<file path="config.mk">
export PLATFORM = sky130hd
export DESIGN_NAME = stt_ctrl
export DESIGN_NICKNAME = d
export VERILOG_FILES = /design/src/rtl/stt_pkg.sv /design/src/rtl/stt_ctrl.sv
export SDC_FILE = /design/constraint.sdc
export NUM_CORES = 1
export LEC_CHECK = 0
export CAP_MARGIN = 10
export CORE_ASPECT_RATIO = 2
export CORE_UTILIZATION = 65
export CTS_BUF_LIST = sky130_fd_sc_hd__clkbuf_2 sky130_fd_sc_hd__clkbuf_4 sky130_fd_sc_hd__clkbuf_8
export DETAILED_ROUTE_END_ITERATION = 16
export DONT_BUFFER_PORTS = 1
export PLACE_DENSITY_LB_ADDON = 0.3
export SETUP_SLACK_MARGIN = 0.3
export SYNTH_ARGS = -nofsm -noshare
export SYNTH_HDL_FRONTEND = slang
export SYNTH_SLANG_ARGS = --single-unit
</file>
<file path="constraint.sdc">
create_clock -name clk_i -period 8.1 [get_ports clk_i]
set_input_delay 0.81 -clock clk_i [delete_from_list [all_inputs] [get_ports clk_i]]
set_output_delay 0.81 -clock clk_i [all_outputs]
set_load 0.005 [all_outputs]
</file>
<file path="src/rtl/stt_pkg.sv">
// Shared types and codes for the software timer table.
package stt_pkg;

  typedef enum logic [1:0] {
    ACT_CREATE = 2'd0,
    ACT_DELETE = 2'd1,
    ACT_TICK   = 2'd2
  } action_e;

  typedef enum logic [1:0] {
    STAT_OK     = 2'd0,
    STAT_REJECT = 2'd1,
    STAT_FULL   = 2'd2
  } status_e;

  typedef enum logic [1:0] {
    ST_CLEAR,
    ST_IDLE,
    ST_SCAN
  } state_e;

  typedef struct packed {
    action_e     action;
    logic [31:0] timeout_ticks;
    logic [15:0] user_tag;
    logic [6:0]  slot_select;
  } item_t;

  typedef struct packed {
    status_e     status;
    logic [6:0]  slot_out;
    logic        fired;
    logic [15:0] fired_tag;
  } result_t;

  // One slot of the timer table as held in the memory.
  typedef struct packed {
    logic        valid;
    logic [31:0] deadline;
    logic [15:0] tag;
  } entry_t;

endpackage

</file>
<file path="src/rtl/stt_ctrl.sv">
// Sequencer of the timer table: clearing pass, item decode and slot sweep.
module stt_ctrl #(
  parameter int Slots = 128,
  parameter int IdxW  = 7
) (
  input  logic                   clk_i,
  input  logic                   rst_ni,
  input  logic                   start,
  output logic                   busy,
  input  stt_pkg::item_t         item_i,
  output stt_pkg::result_t       result_o,
  output logic                   done_o,
  output logic                   mem_we_o,
  output logic [IdxW-1:0]        mem_waddr_o,
  output stt_pkg::entry_t        mem_wdata_o,
  output logic                   mem_re_o,
  output logic [IdxW-1:0]        mem_raddr_o,
  input  stt_pkg::entry_t        mem_rdata_i
);

  localparam int CntW = $clog2(Slots + 1);

  stt_pkg::state_e  state_q, state_d;
  logic [IdxW-1:0]  clr_q, clr_d;
  logic [CntW-1:0]  issue_q, issue_d;
  logic             rd_vld_q, rd_vld_d;
  logic [IdxW-1:0]  rd_idx_q, rd_idx_d;
  stt_pkg::action_e op_q, op_d;
  logic [15:0]      tag_q, tag_d;
  logic [31:0]      deadline_q, deadline_d;
  logic [31:0]      tick_q, tick_d;
  stt_pkg::result_t res_q, res_d;
  logic             done_q, done_d;

  logic             create_ok;
  logic             scan_hit;
  logic             scan_end;
  logic [31:0]      sel_wide;
  logic [31:0]      slot_wide;

  assign busy      = (state_q != stt_pkg::ST_IDLE);
  assign create_ok = (item_i.action == stt_pkg::ACT_CREATE) &&
                     (item_i.user_tag != 16'd0) && (item_i.timeout_ticks != 32'd0);
  assign sel_wide  = 32'(item_i.slot_select);
  assign slot_wide = 32'(rd_idx_q);

  // A create looks for a free slot, a tick for a valid slot that is due.
  assign scan_hit = (op_q == stt_pkg::ACT_CREATE) ? !mem_rdata_i.valid :
                    (mem_rdata_i.valid && (tick_q >= mem_rdata_i.deadline));
  assign scan_end = !rd_vld_q && (issue_q == CntW'(Slots));

  always_comb begin
    state_d = state_q;
    unique case (state_q)
      stt_pkg::ST_CLEAR: begin
        if (clr_q == IdxW'(Slots - 1)) begin
          state_d = stt_pkg::ST_IDLE;
        end
      end
      stt_pkg::ST_IDLE: begin
        if (start && (create_ok || (item_i.action == stt_pkg::ACT_TICK))) begin
          state_d = stt_pkg::ST_SCAN;
        end
      end
      stt_pkg::ST_SCAN: begin
        if ((rd_vld_q && scan_hit) || scan_end) begin
          state_d = stt_pkg::ST_IDLE;
        end
      end
      default: state_d = stt_pkg::ST_CLEAR;
    endcase
  end

  always_comb begin
    clr_d       = clr_q;
    issue_d     = issue_q;
    rd_vld_d    = 1'b0;
    rd_idx_d    = rd_idx_q;
    op_d        = op_q;
    tag_d       = tag_q;
    deadline_d  = deadline_q;
    tick_d      = tick_q;
    res_d       = res_q;
    done_d      = 1'b0;
    mem_we_o    = 1'b0;
    mem_waddr_o = '0;
    mem_wdata_o = '0;
    mem_re_o    = 1'b0;
    mem_raddr_o = '0;
    unique case (state_q)
      stt_pkg::ST_CLEAR: begin
        mem_we_o    = 1'b1;
        mem_waddr_o = clr_q;
        clr_d       = clr_q + 1'b1;
      end
      stt_pkg::ST_IDLE: begin
        issue_d = '0;
        if (start) begin
          res_d = '0;
          case (item_i.action)
            stt_pkg::ACT_CREATE: begin
              if (create_ok) begin
                op_d       = stt_pkg::ACT_CREATE;
                tag_d      = item_i.user_tag;
                deadline_d = tick_q + item_i.timeout_ticks;
              end else begin
                res_d.status = stt_pkg::STAT_REJECT;
                done_d       = 1'b1;
              end
            end
            stt_pkg::ACT_DELETE: begin
              mem_we_o    = (sel_wide < 32'(Slots));
              mem_waddr_o = sel_wide[IdxW-1:0];
              done_d      = 1'b1;
            end
            stt_pkg::ACT_TICK: begin
              op_d   = stt_pkg::ACT_TICK;
              tick_d = tick_q + 32'd1;
            end
            default: begin
              done_d = 1'b1;
            end
          endcase
        end
      end
      stt_pkg::ST_SCAN: begin
        // One read issued per cycle; the entry read last cycle is checked now.
        if (issue_q < CntW'(Slots)) begin
          mem_re_o    = 1'b1;
          mem_raddr_o = issue_q[IdxW-1:0];
          issue_d     = issue_q + 1'b1;
          rd_vld_d    = 1'b1;
          rd_idx_d    = issue_q[IdxW-1:0];
        end
        if (rd_vld_q && scan_hit) begin
          mem_we_o       = 1'b1;
          mem_waddr_o    = rd_idx_q;
          res_d          = '0;
          res_d.slot_out = slot_wide[6:0];
          done_d         = 1'b1;
          if (op_q == stt_pkg::ACT_CREATE) begin
            mem_wdata_o.valid    = 1'b1;
            mem_wdata_o.deadline = deadline_q;
            mem_wdata_o.tag      = tag_q;
          end else begin
            res_d.fired     = 1'b1;
            res_d.fired_tag = mem_rdata_i.tag;
          end
        end else if (scan_end) begin
          res_d  = '0;
          done_d = 1'b1;
          if (op_q == stt_pkg::ACT_CREATE) begin
            res_d.status = stt_pkg::STAT_FULL;
          end
        end
      end
      default: begin
        clr_d = '0;
      end
    endcase
  end

  always_ff @(posedge clk_i or negedge rst_ni) begin
    if (!rst_ni) begin
      state_q  <= stt_pkg::ST_CLEAR;
      clr_q    <= '0;
      issue_q  <= '0;
      rd_vld_q <= 1'b0;
      tick_q   <= '0;
      done_q   <= 1'b0;
    end else begin
      state_q  <= state_d;
      clr_q    <= clr_d;
      issue_q  <= issue_d;
      rd_vld_q <= rd_vld_d;
      tick_q   <= tick_d;
      done_q   <= done_d;
    end
  end

  always_ff @(posedge clk_i) begin
    rd_idx_q   <= rd_idx_d;
    op_q       <= op_d;
    tag_q      <= tag_d;
    deadline_q <= deadline_d;
    res_q      <= res_d;
  end

  assign result_o = res_q;
  assign done_o   = done_q;

endmodule

</file>
== After elaboration in Yosys (flattened, before gate mapping) ==
Cells that the tools add are included.

* Add/sub/neg operators: 4
* Magnitude comparators: 3
* Equality and inequality tests: 14
* Mux-type cells: 39
* Reductions and logical operators: 25

{| class="wikitable"
|+ Operators by type and width
! operator !! count
|-
| 49-bit two-way mux || 3
|-
| 26-bit two-way mux || 3
|-
| 26-bit one-hot mux with 2 select lines || 1
|-
| 7-bit two-way mux || 5
|-
| 32-bit by 1-bit adder with 32-bit output, second input constant || 1
|-
| 32-bit adder || 1
|-
| 32-bit >= comparator || 1
|-
| 32-bit nonzero test || 1
|-
| 7-bit one-hot mux with 3 select lines || 1
|-
| 17-bit two-way mux || 1
|-
| 8-bit one-hot mux with 2 select lines || 1
|-
| 16-bit nonzero test || 1
|-
| 7-bit one-hot mux with 2 select lines || 1
|-
| 1-bit two-way mux || 12
|-
| 2-bit != test, second input constant || 6
|-
| 2-bit two-way mux || 5
|-
| 3-bit AND reduction || 3
|-
| 8-bit by 1-bit adder with 8-bit output, second input constant || 1
|-
| 8-bit equality test, second input constant || 1
|-
| 7-bit by 8-bit < comparator with 1-bit output, second input constant || 1
|-
| 8-bit < comparator, second input constant || 1
|-
| 8-bit two-way mux || 1
|-
| 4-bit AND reduction || 2
|-
| 7-bit by 1-bit adder with 7-bit output, second input constant || 1
|-
| other kinds (16) || 30
|}

* Flip-flop bits (word level): 134

== Depth between registers and ports, before layout ==
* Word-level depth: 7
* Depth in mapped cells: 13
* Depth with buffers taken out: 12

== Worst setup path before layout ==
Ideal clock, no wire load.

* Path kind: input-to-output
* Start point: input mem_rdata_i[29] in the netlist's numbering
* End point: output mem_wdata_o[29] in the netlist's numbering
* Arrival: 2857 ps
* Data required time: 7290 ps
* Slack: 4433 ps
* Stages: 11
* Path buffers: 2
* Cells stage by stage: inv_1 ha_1 a21o_1 a211o_1 a2111oi_0 o21ai_1 a21oi_2 nor3_1 buf_2 buf_2 and2_1

{| class="wikitable"
|+ RTL lines
! element !! RTL line !! RTL
|-
| start, declared || stt_ctrl.sv:18 || <nowiki>input stt_pkg::entry_t mem_rdata_i</nowiki>
|-
| end, declared || stt_ctrl.sv:15 || <nowiki>output stt_pkg::entry_t mem_wdata_o,</nowiki>
|}

==> summary.txt <==
CP max FO: 39
WP data arrival: 3530 ps
overall routing resource usage: 31.6%
largest family of logic cells by synthesized area: simple AND/OR/NAND/NOR gates
clock insertion delay at the later pin of the skew report: 440 ps
max_slew headroom: 19.4%
worst path required time: 7290 ps
number of vias per cell: 6.48
Peak Freq: 0.230 GHz
Period minus WS final: 4340 ps
fin crit share: 53.6%
worst slew pin tran: 1210 ps
per-cell routed wire length: 20.7 µm
status: finished clean
Synth Area in Compound Gates: 13.5%
P_leak: 3.93 nW
critical path class: reg -> out
Final Power: 0.00195 W
Crit. End Element: primary output
io pins: 202
clk_skew: 15.8 ps
cells after synthesis: 778
Post-Syn Area per Cell: 10.4 µm²
final instance area: 8660 µm²
Mapped Nets: 959
number of core rows: 57
Synth Area in XOR/XNOR: 6.72%
worst reg2reg setup slack: 4840 ps
Syn. warnings: 0
core area: 12100 µm²
initial antenna violation count: 0
final setup TNS: 0 ps
Initial DRC Count: 314
placed inst area: 8250 µm²
P per Cell Area: 225 nW/µm²
GPL Wtd Cong: 0.903
RSZ-0062 raised after global routing: no
leading area contributor after synthesis: edfxtp_1
number of port buffers: 0
HPWL after DPL: 15400 µm
Hold WC Path Type: in -> async
Congestion Overflow GR: 0
top cells by area, synth: edfxtp_1, dfrtp_1, ha_1, xnor2_1, and2_1
antenna cells: 0
CTS Buf Count: 17
die height: 160 µm
final WL: 19600 µm
Seq cells post-synth: 133
Adder-Cell Fraction of Synth Area: 11.2%
Worst Reg2Reg Path Length in Cells: 10
largest net degree at the start of global routing: 52
full die area: 12900 µm²
setup bufs post-CTS: 0
initial core utilization: 66.7%
Hold Fails Final Rpt: 0
post-synthesis sequential area ratio: 46.2%
fraction of registers with async set/reset: 38.3%
CTS resizes: 0
die width: 80.9 µm
vias in the first global route: 6319
Cell Area, Synth: 8090 µm²
CTS tree: done
count of cell types in the netlist: 64
DRC: 0
ANT nets after route: 0
number of max-cap violations: 0
first-pass GRT wire length: 30800 µm
CTS sink cnt: 133
top-area cell type share of the netlist area: 30.5%
Area growth, synth to finish: 7.06%
VDD IR-drop max: 0.178 mV
CTS Root Cell: clkbuf_8
Max Root-Sink Buffers: 2
cts hold-fix bufs: 0
Worst setup SP type: flip-flop
FF-to-FF End: deadline_q[31]$_DFFE_PP_
Reg clk slew, reported paths: 90 ps
Synth Area in Simple Gates: 18.1%
worst r2r src: tick_q[6]$_DFFE_PN0P_
htree depth: 4
share of cells above drive strength 1: 6.39%
dominant synthesized flop cell: edfxtp_1
TritonRoute pass-1 iters: 5
mux cell area share after synthesis: 0.526%
Final #Nets: 966
Slew Limit Fails: 0
final setup violation count: 0
Post-synth EDFFs: 82
Vias: 6125
-- worst max-delay path by stage --
| stage | endpoint | slack, ps | startpoint | depth (start not counted) |
|---|---|---|---|---|
| global route | mem_wdata_o[7] | 3490 | tick_q[0]$_DFFE_PN0P_ | 12 |
| global placement | mem_wdata_o[3] | 4010 | mem_rdata_i[16] | 11 |
| CTS | mem_wdata_o[20] | 3690 | tick_q[0]$_DFFE_PN0P_ | 12 |
| floorplan | mem_wdata_o[29] | 4430 | mem_rdata_i[29] | 11 |
| finish | mem_wdata_o[7] | 3760 | tick_q[0]$_DFFE_PN0P_ | 12 |
| detailed placement | mem_wdata_o[20] | 3880 | mem_rdata_i[16] | 11 |
-- routing by layer --
metal	share of wire, %	vias up	global-route usage, %
met3	6.6	88	6.57
li1	-	2826	-
met1	33	2904	31.2
met5	0	-	0
met4	5.4	0	18.1
met2	55	307	58.2
-- area by class of cell --
class | instances | area, µm²
Clock inverter | 14 | 165
Timing Repair Buffer | 3 | 22.5
Fill cell | 865 | 3470
Tap cell | 147 | 184
Sequential cell | 133 | 3740
Inverter | 63 | 236
Clock buffer | 18 | 241
Multi-Input combinational cell | 567 | 4070
-- registers in the layout, indices dropped and copies added (netlist names) --
signal and count:
state_q 2, issue_q 8, result_o 26, rd_vld_q 1, tick_q 32, deadline_q 32, clr_q 7, done_o 1
op_q 1, tag_q 16, rd_idx_q 7
-- power breakdown --
part / total, W / switching, W / internal [W]
registers: 0.000956 / 0.0000778 / 0.000878
logic: 0.000412 / 0.000268 / 0.000144
clock network: 0.000578 / 0.000291 / 0.000287
total: 0.00195 / 0.000636 / 0.00131
-- cell usage in the layout (no fill, tap or decap), drive strengths merged, types with 10 or more instances in the layout --
cell,netlist,routed
a21o,23,23
a21oi,35,35
and2,53,53
and3,31,31
clkbuf,13,18
dfrtp,51,51
edfxtp,82,82
ha,71,71
inv,63,71
nand2,40,40
nand3,26,26
nand4,18,18
nor2,48,48
nor3,10,10
nor4,12,12
o21a,12,12
o21ai,34,34
xnor2,43,43
xor2,19,19
-- Yosys cell counts (3+ instances only) --
cell       number
o21ai_1         9
inv_1          63
nor2b_1         5
dfrtp_1        51
nand2_1        40
a2111oi_0       4
nand2b_1        9
o21bai_1        7
nand4_1        17
xor2_1         19
a211o_1         3
a21oi_1        33
a22o_1          8
o211ai_1        4
xnor2_1        43
edfxtp_1       82
o21a_1         12
nor4_1         12
nand3_1        26
clkbuf_1       13
o31ai_1         3
nor3b_1         9
ha_1           71
and3_1         31
nor2_1         47
a21o_1         23
o21ai_0        25
nor3_1         10
a211oi_1        4
a31oi_1         3
and2_1         52
-- logic make-up after synthesis --
group / after synthesis
and+or+nand+nor: 270
AOI/OAI and AO/OA: 159
DFF: 133
buffers and inverters: 78
adders and majority gates: 72
xor gates and xnor gates: 62
muxes: 4
-- worst max-delay path, cell delays in order, from the launching register on --
cell and delay, ps:
dfrtp_1 470, inv_1 70, ha_1 280, nand2b_1 100, a21o_1 120, a21o_1 110, a21oi_1 70, o21a_1 210
o21ai_1 260, a21oi_2 200, nor3_2 590, buf_4 400, and2_1 210
-- metrics by stage --
stage / setup slack [ps] / std cells / utilization, % / hold slack, ps
floorplan: 4430 / 778 / - / 482
detailed placement: 3880 / 913 / 68.0 / 516
finish: 3760 / 945 / 71.4 / 51.9
CTS: 3690 / 945 / 71.4 / 36.8
global placement: 4010 / 913 / 68.0 / 516
global route: 3490 / 945 / 71.4 / 26.7
No activity file was read; power rests on OpenSTA's default activity.
